File: config.mk
export PLATFORM = sky130hd
export DESIGN_NAME = ecc_seq
export DESIGN_NICKNAME = d
export VERILOG_FILES = /design/src/design/ecc_pkg.sv /design/src/design/ecc_seq.sv
export SDC_FILE = /design/constraint.sdc
export NUM_CORES = 1
export LEC_CHECK = 0
export BUFFER_PORTS_ARGS = -buffer_cell sky130_fd_sc_hd__buf_2
export CAP_MARGIN = 20
export CELL_PAD_IN_SITES_DETAIL_PLACEMENT = 0
export CELL_PAD_IN_SITES_GLOBAL_PLACEMENT = 1
export CORE_UTILIZATION = 43
export CTS_CLUSTER_DIAMETER = 60
export DETAILED_ROUTE_END_ITERATION = 6
export PLACE_DENSITY = 0.88
export SETUP_SLACK_MARGIN = 0.4
export SYNTH_ARGS = -nofsm -noshare
export SYNTH_HDL_FRONTEND = slang
export SYNTH_SLANG_ARGS = --single-unit
File: constraint.sdc
create_clock -name clk -period 4 [get_ports clk]
set_clock_uncertainty 0.2 [all_clocks]
set_input_delay 0.2 -clock clk [delete_from_list [all_inputs] [get_ports clk]]
set_output_delay 0.2 -clock clk [all_outputs]
set_load 0.02 [all_outputs]
File: src/design/ecc_pkg.sv
`timescale 1ns / 1ps
// Shared types and constants for the Euler circuit checker.
// Used by ecc_tables, ecc_seq and euler_circuit_checker_unit; depends on nothing.
package ecc_pkg;

  // Default table depth and fixed field widths
  localparam int MAX_NODES_DEF = 1024;
  localparam int NODE_W        = 10;
  localparam int S_TDATA_W     = 24;
  localparam int M_TDATA_W     = 8;

  // Sequencer states
  typedef enum logic [3:0] {
    ST_CLEAR,
    ST_IDLE,
    ST_CHECK,
    ST_FIND_RD,
    ST_FIND_DATA,
    ST_LINK,
    ST_SCAN,
    ST_DRAIN,
    ST_ANSWER
  } state_t;

  // Table access strobes from the sequencer
  typedef struct packed {
    logic rd_en;
    logic par_we;
    logic link_we;
  } tbl_ctrl_t;

  // Sequencer status seen by the top level
  typedef struct packed {
    logic clearing;
    logic busy;
  } seq_stat_t;

endpackage

File: src/design/ecc_seq.sv
`timescale 1ns / 1ps
// Sequencer: range check, parity toggles, root walks, merge, final scan and table clearing.
// Depends on ecc_pkg; drives the ports of ecc_tables.
module ecc_seq import ecc_pkg::*; #(
  parameter int MAX_NODES = MAX_NODES_DEF,
  parameter int AW        = $clog2(MAX_NODES_DEF)
) (
  input  logic              clk,
  input  logic              rst,
  input  logic [NODE_W-1:0] node_count,
  input  logic              in_valid,
  output logic              in_ready,
  input  logic [NODE_W-1:0] in_a,
  input  logic [NODE_W-1:0] in_b,
  input  logic              in_edge,
  input  logic              in_last,
  output logic              res_valid,
  input  logic              res_ready,
  output logic              res_circuit,
  output logic              res_bad,
  output tbl_ctrl_t         tbl_ctrl,
  output logic [AW-1:0]     raddr,
  output logic [AW-1:0]     par_waddr,
  output logic              par_wdata,
  output logic [AW-1:0]     link_waddr,
  output logic [AW-1:0]     link_wdata,
  input  logic              par_rdata,
  input  logic [AW-1:0]     link_rdata,
  output seq_stat_t         stat
);

  localparam int CW = ((AW > NODE_W) ? AW : NODE_W) + 1;
  localparam logic [AW-1:0] LAST_IDX = AW'(MAX_NODES - 1);
  localparam logic [AW-1:0] FIRST_NODE = AW'(1);

  state_t state, state_next;

  logic [NODE_W-1:0] ea, eb;
  logic              edge_q, last_q;
  logic [AW-1:0]     cur, ra, rb, cnt, scan_idx;
  logic              bsel, first, scan_v, ok, err;

  logic [CW-1:0] nc_ext;
  logic [AW-1:0] n_lim;
  logic          bad_a, bad_b, bad_edge, root_hit;
  logic [AW-1:0] a_idx, b_idx;

  // Node count clamped to the table, and the endpoint range test
  always_comb begin
    nc_ext   = CW'(node_count);
    n_lim    = (nc_ext > CW'(MAX_NODES - 1)) ? LAST_IDX : AW'(nc_ext);
    bad_a    = (ea == '0) || (CW'(ea) > CW'(n_lim));
    bad_b    = (eb == '0) || (CW'(eb) > CW'(n_lim));
    bad_edge = bad_a || bad_b;
    a_idx    = AW'(ea);
    b_idx    = AW'(eb);
    root_hit = (link_rdata == cur);
  end

  // Next state
  always_comb begin
    state_next = state;
    unique case (state)
      ST_CLEAR: begin
        if (cnt == LAST_IDX) state_next = ST_IDLE;
      end
      ST_IDLE: begin
        if (in_valid) state_next = ST_CHECK;
      end
      ST_CHECK: begin
        if (edge_q && !bad_edge) state_next = ST_FIND_RD;
        else if (last_q)         state_next = (n_lim == '0) ? ST_ANSWER : ST_SCAN;
        else                     state_next = ST_IDLE;
      end
      ST_FIND_RD: state_next = ST_FIND_DATA;
      ST_FIND_DATA: begin
        if (root_hit && bsel) state_next = ST_LINK;
        else                  state_next = ST_FIND_RD;
      end
      ST_LINK: begin
        if (last_q) state_next = (n_lim == '0) ? ST_ANSWER : ST_SCAN;
        else        state_next = ST_IDLE;
      end
      ST_SCAN: begin
        if (cnt == n_lim) state_next = ST_DRAIN;
      end
      ST_DRAIN: state_next = ST_ANSWER;
      ST_ANSWER: begin
        if (res_ready) state_next = ST_IDLE;
      end
      default: state_next = ST_CLEAR;
    endcase
  end

  // Outputs: table strobes, addresses, handshakes
  always_comb begin
    tbl_ctrl   = '0;
    raddr      = cur;
    par_waddr  = cnt;
    par_wdata  = 1'b0;
    link_waddr = cnt;
    link_wdata = cnt;
    in_ready   = 1'b0;
    res_valid  = 1'b0;
    unique case (state)
      ST_CLEAR: begin
        tbl_ctrl.par_we  = 1'b1;
        tbl_ctrl.link_we = 1'b1;
      end
      ST_IDLE: in_ready = 1'b1;
      ST_FIND_RD: tbl_ctrl.rd_en = 1'b1;
      ST_FIND_DATA: begin
        // A self-loop toggles twice, so its parity is left alone
        tbl_ctrl.par_we = first && (ea != eb);
        par_waddr       = cur;
        par_wdata       = ~par_rdata;
      end
      ST_LINK: begin
        // The larger root is hung under the smaller one
        tbl_ctrl.link_we = (ra != rb);
        link_waddr       = (ra < rb) ? rb : ra;
        link_wdata       = (ra < rb) ? ra : rb;
      end
      ST_SCAN: begin
        // Read each node and return it to its reset value in the same cycle
        tbl_ctrl.rd_en   = 1'b1;
        tbl_ctrl.par_we  = 1'b1;
        tbl_ctrl.link_we = 1'b1;
        raddr            = cnt;
      end
      ST_ANSWER: res_valid = 1'b1;
      default: ;
    endcase
    res_circuit   = ok && !err;
    res_bad       = err;
    stat.clearing = (state == ST_CLEAR);
    stat.busy     = (state != ST_IDLE);
  end

  // State register
  always_ff @(posedge clk) begin
    if (rst) state <= ST_CLEAR;
    else     state <= state_next;
  end

  // Item fields, walk pointers and scan result
  always_ff @(posedge clk) begin
    if (rst) begin
      cnt    <= '0;
      err    <= 1'b0;
      scan_v <= 1'b0;
      first  <= 1'b0;
      bsel   <= 1'b0;
    end else begin
      scan_v <= (state == ST_SCAN);
      unique case (state)
        ST_CLEAR: cnt <= cnt + FIRST_NODE;
        ST_IDLE: begin
          if (in_valid) begin
            ea     <= in_a;
            eb     <= in_b;
            edge_q <= in_edge;
            last_q <= in_last;
          end
        end
        ST_CHECK: begin
          cnt   <= FIRST_NODE;
          ok    <= 1'b1;
          cur   <= a_idx;
          bsel  <= 1'b0;
          first <= 1'b1;
          if (edge_q && bad_edge) err <= 1'b1;
        end
        ST_FIND_DATA: begin
          // The end of the first walk starts the second one from the other endpoint
          if (root_hit && !bsel) begin
            ra    <= cur;
            cur   <= b_idx;
            bsel  <= 1'b1;
            first <= 1'b1;
          end else begin
            first <= 1'b0;
            if (root_hit) begin
              rb <= cur;
            end else begin
              cur <= link_rdata;
            end
          end
        end
        ST_SCAN: begin
          cnt      <= cnt + FIRST_NODE;
          scan_idx <= cnt;
        end
        ST_ANSWER: begin
          if (res_ready) err <= 1'b0;
        end
        default: ;
      endcase
      // Nodes are scanned upwards, so a node above 1 is connected when it has a parent
      if (scan_v && (par_rdata || ((scan_idx != FIRST_NODE) && (link_rdata == scan_idx)))) begin
        ok <= 1'b0;
      end
    end
  end

endmodule

==> flow_summary.yaml <==
detailed_routing:
  first_pass_iters: 6
  viasPerCell: 5.599
  drt_wl_total_mm: 13.98
  vias: 4429
  route.detailed.drc: 6
  drt_iter0_markers: 386
  post_drt_wl_per_cell_um: 17.67
  final_antenna_net_count: 0
critical_path:
  critPathKind: "flop to primary output"
  crit_path_start_kind: "flop"
  r2r_cells: 7
  r2r_slack_ps: 1440
  cp-end-kind: "primary output"
  cp.required_ps: 3600
  r2r-start: "a_idx[5]"
  arrival_ps: 2740
  r2r-end: "state[0]"
  path_max_fanout: 12
timing:
  final_max_slew_viol_count: 0
  relSlewSlack_pct: 40.27
  layout_min_cycle_time_ps: 3142
  fmaxAchievable_ghz: 0.3183
  rsz0062_at_grt: "no"
  setup_viol: 0
  period_share_pct: 78.55
  setup_ws_ps: 857.9
  worst_pin_slew_ps: 895.9
  tns_ps: 0
  hold_viol: 0
floorplan:
  num_rows: 39
  fp.dieW_um: 111.7
  die-area_mm2: 0.01248
  fp.coreArea_mm2: 0.01156
  io_pins: 97
  die_h_um: 111.7
  start_util_pct: 44.75
hold_path:
  hp-class: "input pin to flop"
  hp-start: "par_rdata"
  min_path_cells: 2
  worstHoldEndpoint: "ok"
power:
  ir_worst_vdd_v: 0.0002473
  total_power_mw: 1.940
  power_leakage_nw: 2.682
  powerDensity_mw_per_mm2: 306.7
global_route:
  grt_usage_pct: 23.41
  grt_max_degree: 36
  grt_pass1_vias: 4274
  antenna_found_initial: 0
  overflow: 0
  grt_pass1_wl_mm: 22.28
cells_and_area:
  diodes: 0
  final_nets: 721
  post-route-util_pct: 54.70
  multi_input_area_mm2: 0.002681
  syn_to_final_growth_pct: 22.24
  fillers: 1004
  seqCellArea_mm2: 0.002252
  drive_gt1_share_pct: 22.53
place:
  dp_hpwl_mm: 10.57
  place_ws_ps: 919.3
  gp_congestion: 0.9536
  numPortBuffers: 96
synthesis:
  yosys-mux-area-fraction_pct: 8.414
  synthDistinctLibCells: 62
  synth.area.top_cells: "edfxtp_1 (37%), ha_1 (7.5%), dfxtp_1 (7.0%)"
  synth.avg_cell_area_um2: 9.691
  synth_nets: 612
  synth-simple-area-share_pct: 17.21
  async_flop_share_pct: 0
  synth_top_family_by_area: "simple AND/OR/NAND/NOR gates"
  synth_adder_area_share_pct: 7.495
  synth-xor-area-share_pct: 7.084
  ys_warn_count: 0
  synth_compound_area_share_pct: 11.10
  synth_edf_count: 63
  ys.flop_type: "edfxtp_1"
  syn_area_mm2: 0.005175
  seq_area_frac_synth_pct: 43.52
  synth-seq-cells: 81
  synth_top_cell_by_area: "edfxtp_1"
  syn_inst: 534
  synth_top_area_share_pct: 36.56
clock_tree:
  cts_tree: "done"
  root_buffer: "clkbuf_16"
  post_cts_buffers: 0
  cts_max_level: 3
  cts.sinks: 81
  clkTransAtPathRegs_ps: 60
  worstSkewPairLatency_ps: 350
  clock_path_buffers: 2
  cts_buffers: 9
run:
  timing.max_cap.violations: 0
run_status:
  violations: "DRC"
  status: "finished, violations left"
-- power breakdown --
group | total [mW] | internal, mW | leakage (nW) | switching (mW)
Sequential | 0.911 | 0.902 | 0.713 | 0.00915
Clock | 0.892 | 0.562 | 0.152 | 0.330
Combinational | 0.138 | 0.0645 | 1.82 | 0.0731
Total | 1.94 | 1.53 | 2.68 | 0.412
-- layer usage --
metal,vias up,routed length (µm),track usage [%]
li1,2145,-,-
met1,2110,6142,29.83
met2,146,6637,38.84
met3,28,795,4.246
met4,0,402,10.36
met5,-,0,0
-- cell usage after synthesis, types with 12 or more instances --
cell,count
o21ai_0,12
dfxtp_1,18
a21oi_1,42
clkbuf_1,15
edfxtp_1,63
ha_1,31
inv_1,29
xnor2_1,20
nor2_1,44
nor4_1,15
mux2i_1,30
nand2_1,67
xor2_1,20
o21ai_1,15
-- critical path: stages (launching register included) --
cell      delay [ps]
edfxtp_1         410
ha_1             320
nor2b_1          130
o21ai_0          140
a21oi_1          120
o31ai_4          570
buf_8            240
mux2i_1          200
a21oi_1           80
buf_2            170
-- area by class of cell --
cell class	instances	share of cell area, %
inverters	30	1.780
repair buffers	127	12.30
clock inverters	5	1.266
flip-flops and latches	81	35.60
well taps	143	2.828
clock buffers	11	3.837
multi-input cells	394	42.39
-- placed cells by master (no fill, tap or decap), types with 10 or more instances in the layout --
cell type / count
buf_2: 96
nand2_1: 67
edfxtp_1: 63
nor2_1: 44
a21oi_1: 42
ha_1: 31
mux2i_1: 30
inv_1: 29
dlygate4sd3_1: 23
xnor2_1: 20
xor2_1: 20
dfxtp_1: 18
o21ai_1: 15
nor4_1: 13
o21ai_0: 12
nand3_1: 11
mux2_2: 11
nand4_1: 10
-- registers in the layout, summed over array words and instances (netlist names) --
signal	count
scan_v	1
last_q	1
a_idx	10
bsel	1
rb	10
cur	10
ra	10
res_bad	1
b_idx	10
edge_q	1
scan_idx	10
state	4
cnt	10
first	1
ok	1
-- metrics by stage --
stage / hold slack [ps] / std cells / area [µm²]
floorplan: 98.87 / 534 / 5175
global route: 38.63 / 791 / 6326
finish: 28.70 / 791 / 6326
global placement: 176.7 / 751 / 5758
CTS: 32.50 / 790 / 6311
detailed placement: 178.1 / 751 / 5758
-- what timing repair did --
| item | CTS | global route |
|---|---|---|
| hold buffers | 23 | 0 |
| gates resized for setup | 0 | 0 |
| hold endpoints to repair | 23 | 0 |
-- worst max-delay path by stage --
| stage | startpoint | end | slack [ps] | depth (start not counted) |
|---|---|---|---|---|
| floorplan | state[0] | a_idx[0] | 770 | 4 |
| global placement | ra[1] | link_waddr[1] | 1060 | 8 |
| detailed placement | ra[1] | link_wdata[2] | 920 | 8 |
| CTS | ra[1] | link_wdata[2] | 550 | 8 |
| global route | ra[1] | link_wdata[7] | 700 | 9 |
| finish | ra[1] | link_wdata[9] | 860 | 9 |
-- logic make-up (layout without fill, tap and decap cells) --
| logic type | Yosys count | count (layout) |
|---|---|---|
| flops | 81 | 81 |
| mux | 42 | 42 |
| simple gates | 183 | 183 |
| buf+inv | 59 | 173 |
| compound gates | 97 | 97 |
| fa+ha+maj | 31 | 31 |
| xor+xnor | 41 | 41 |
Note: power is estimated with default switching activity, not from simulation.
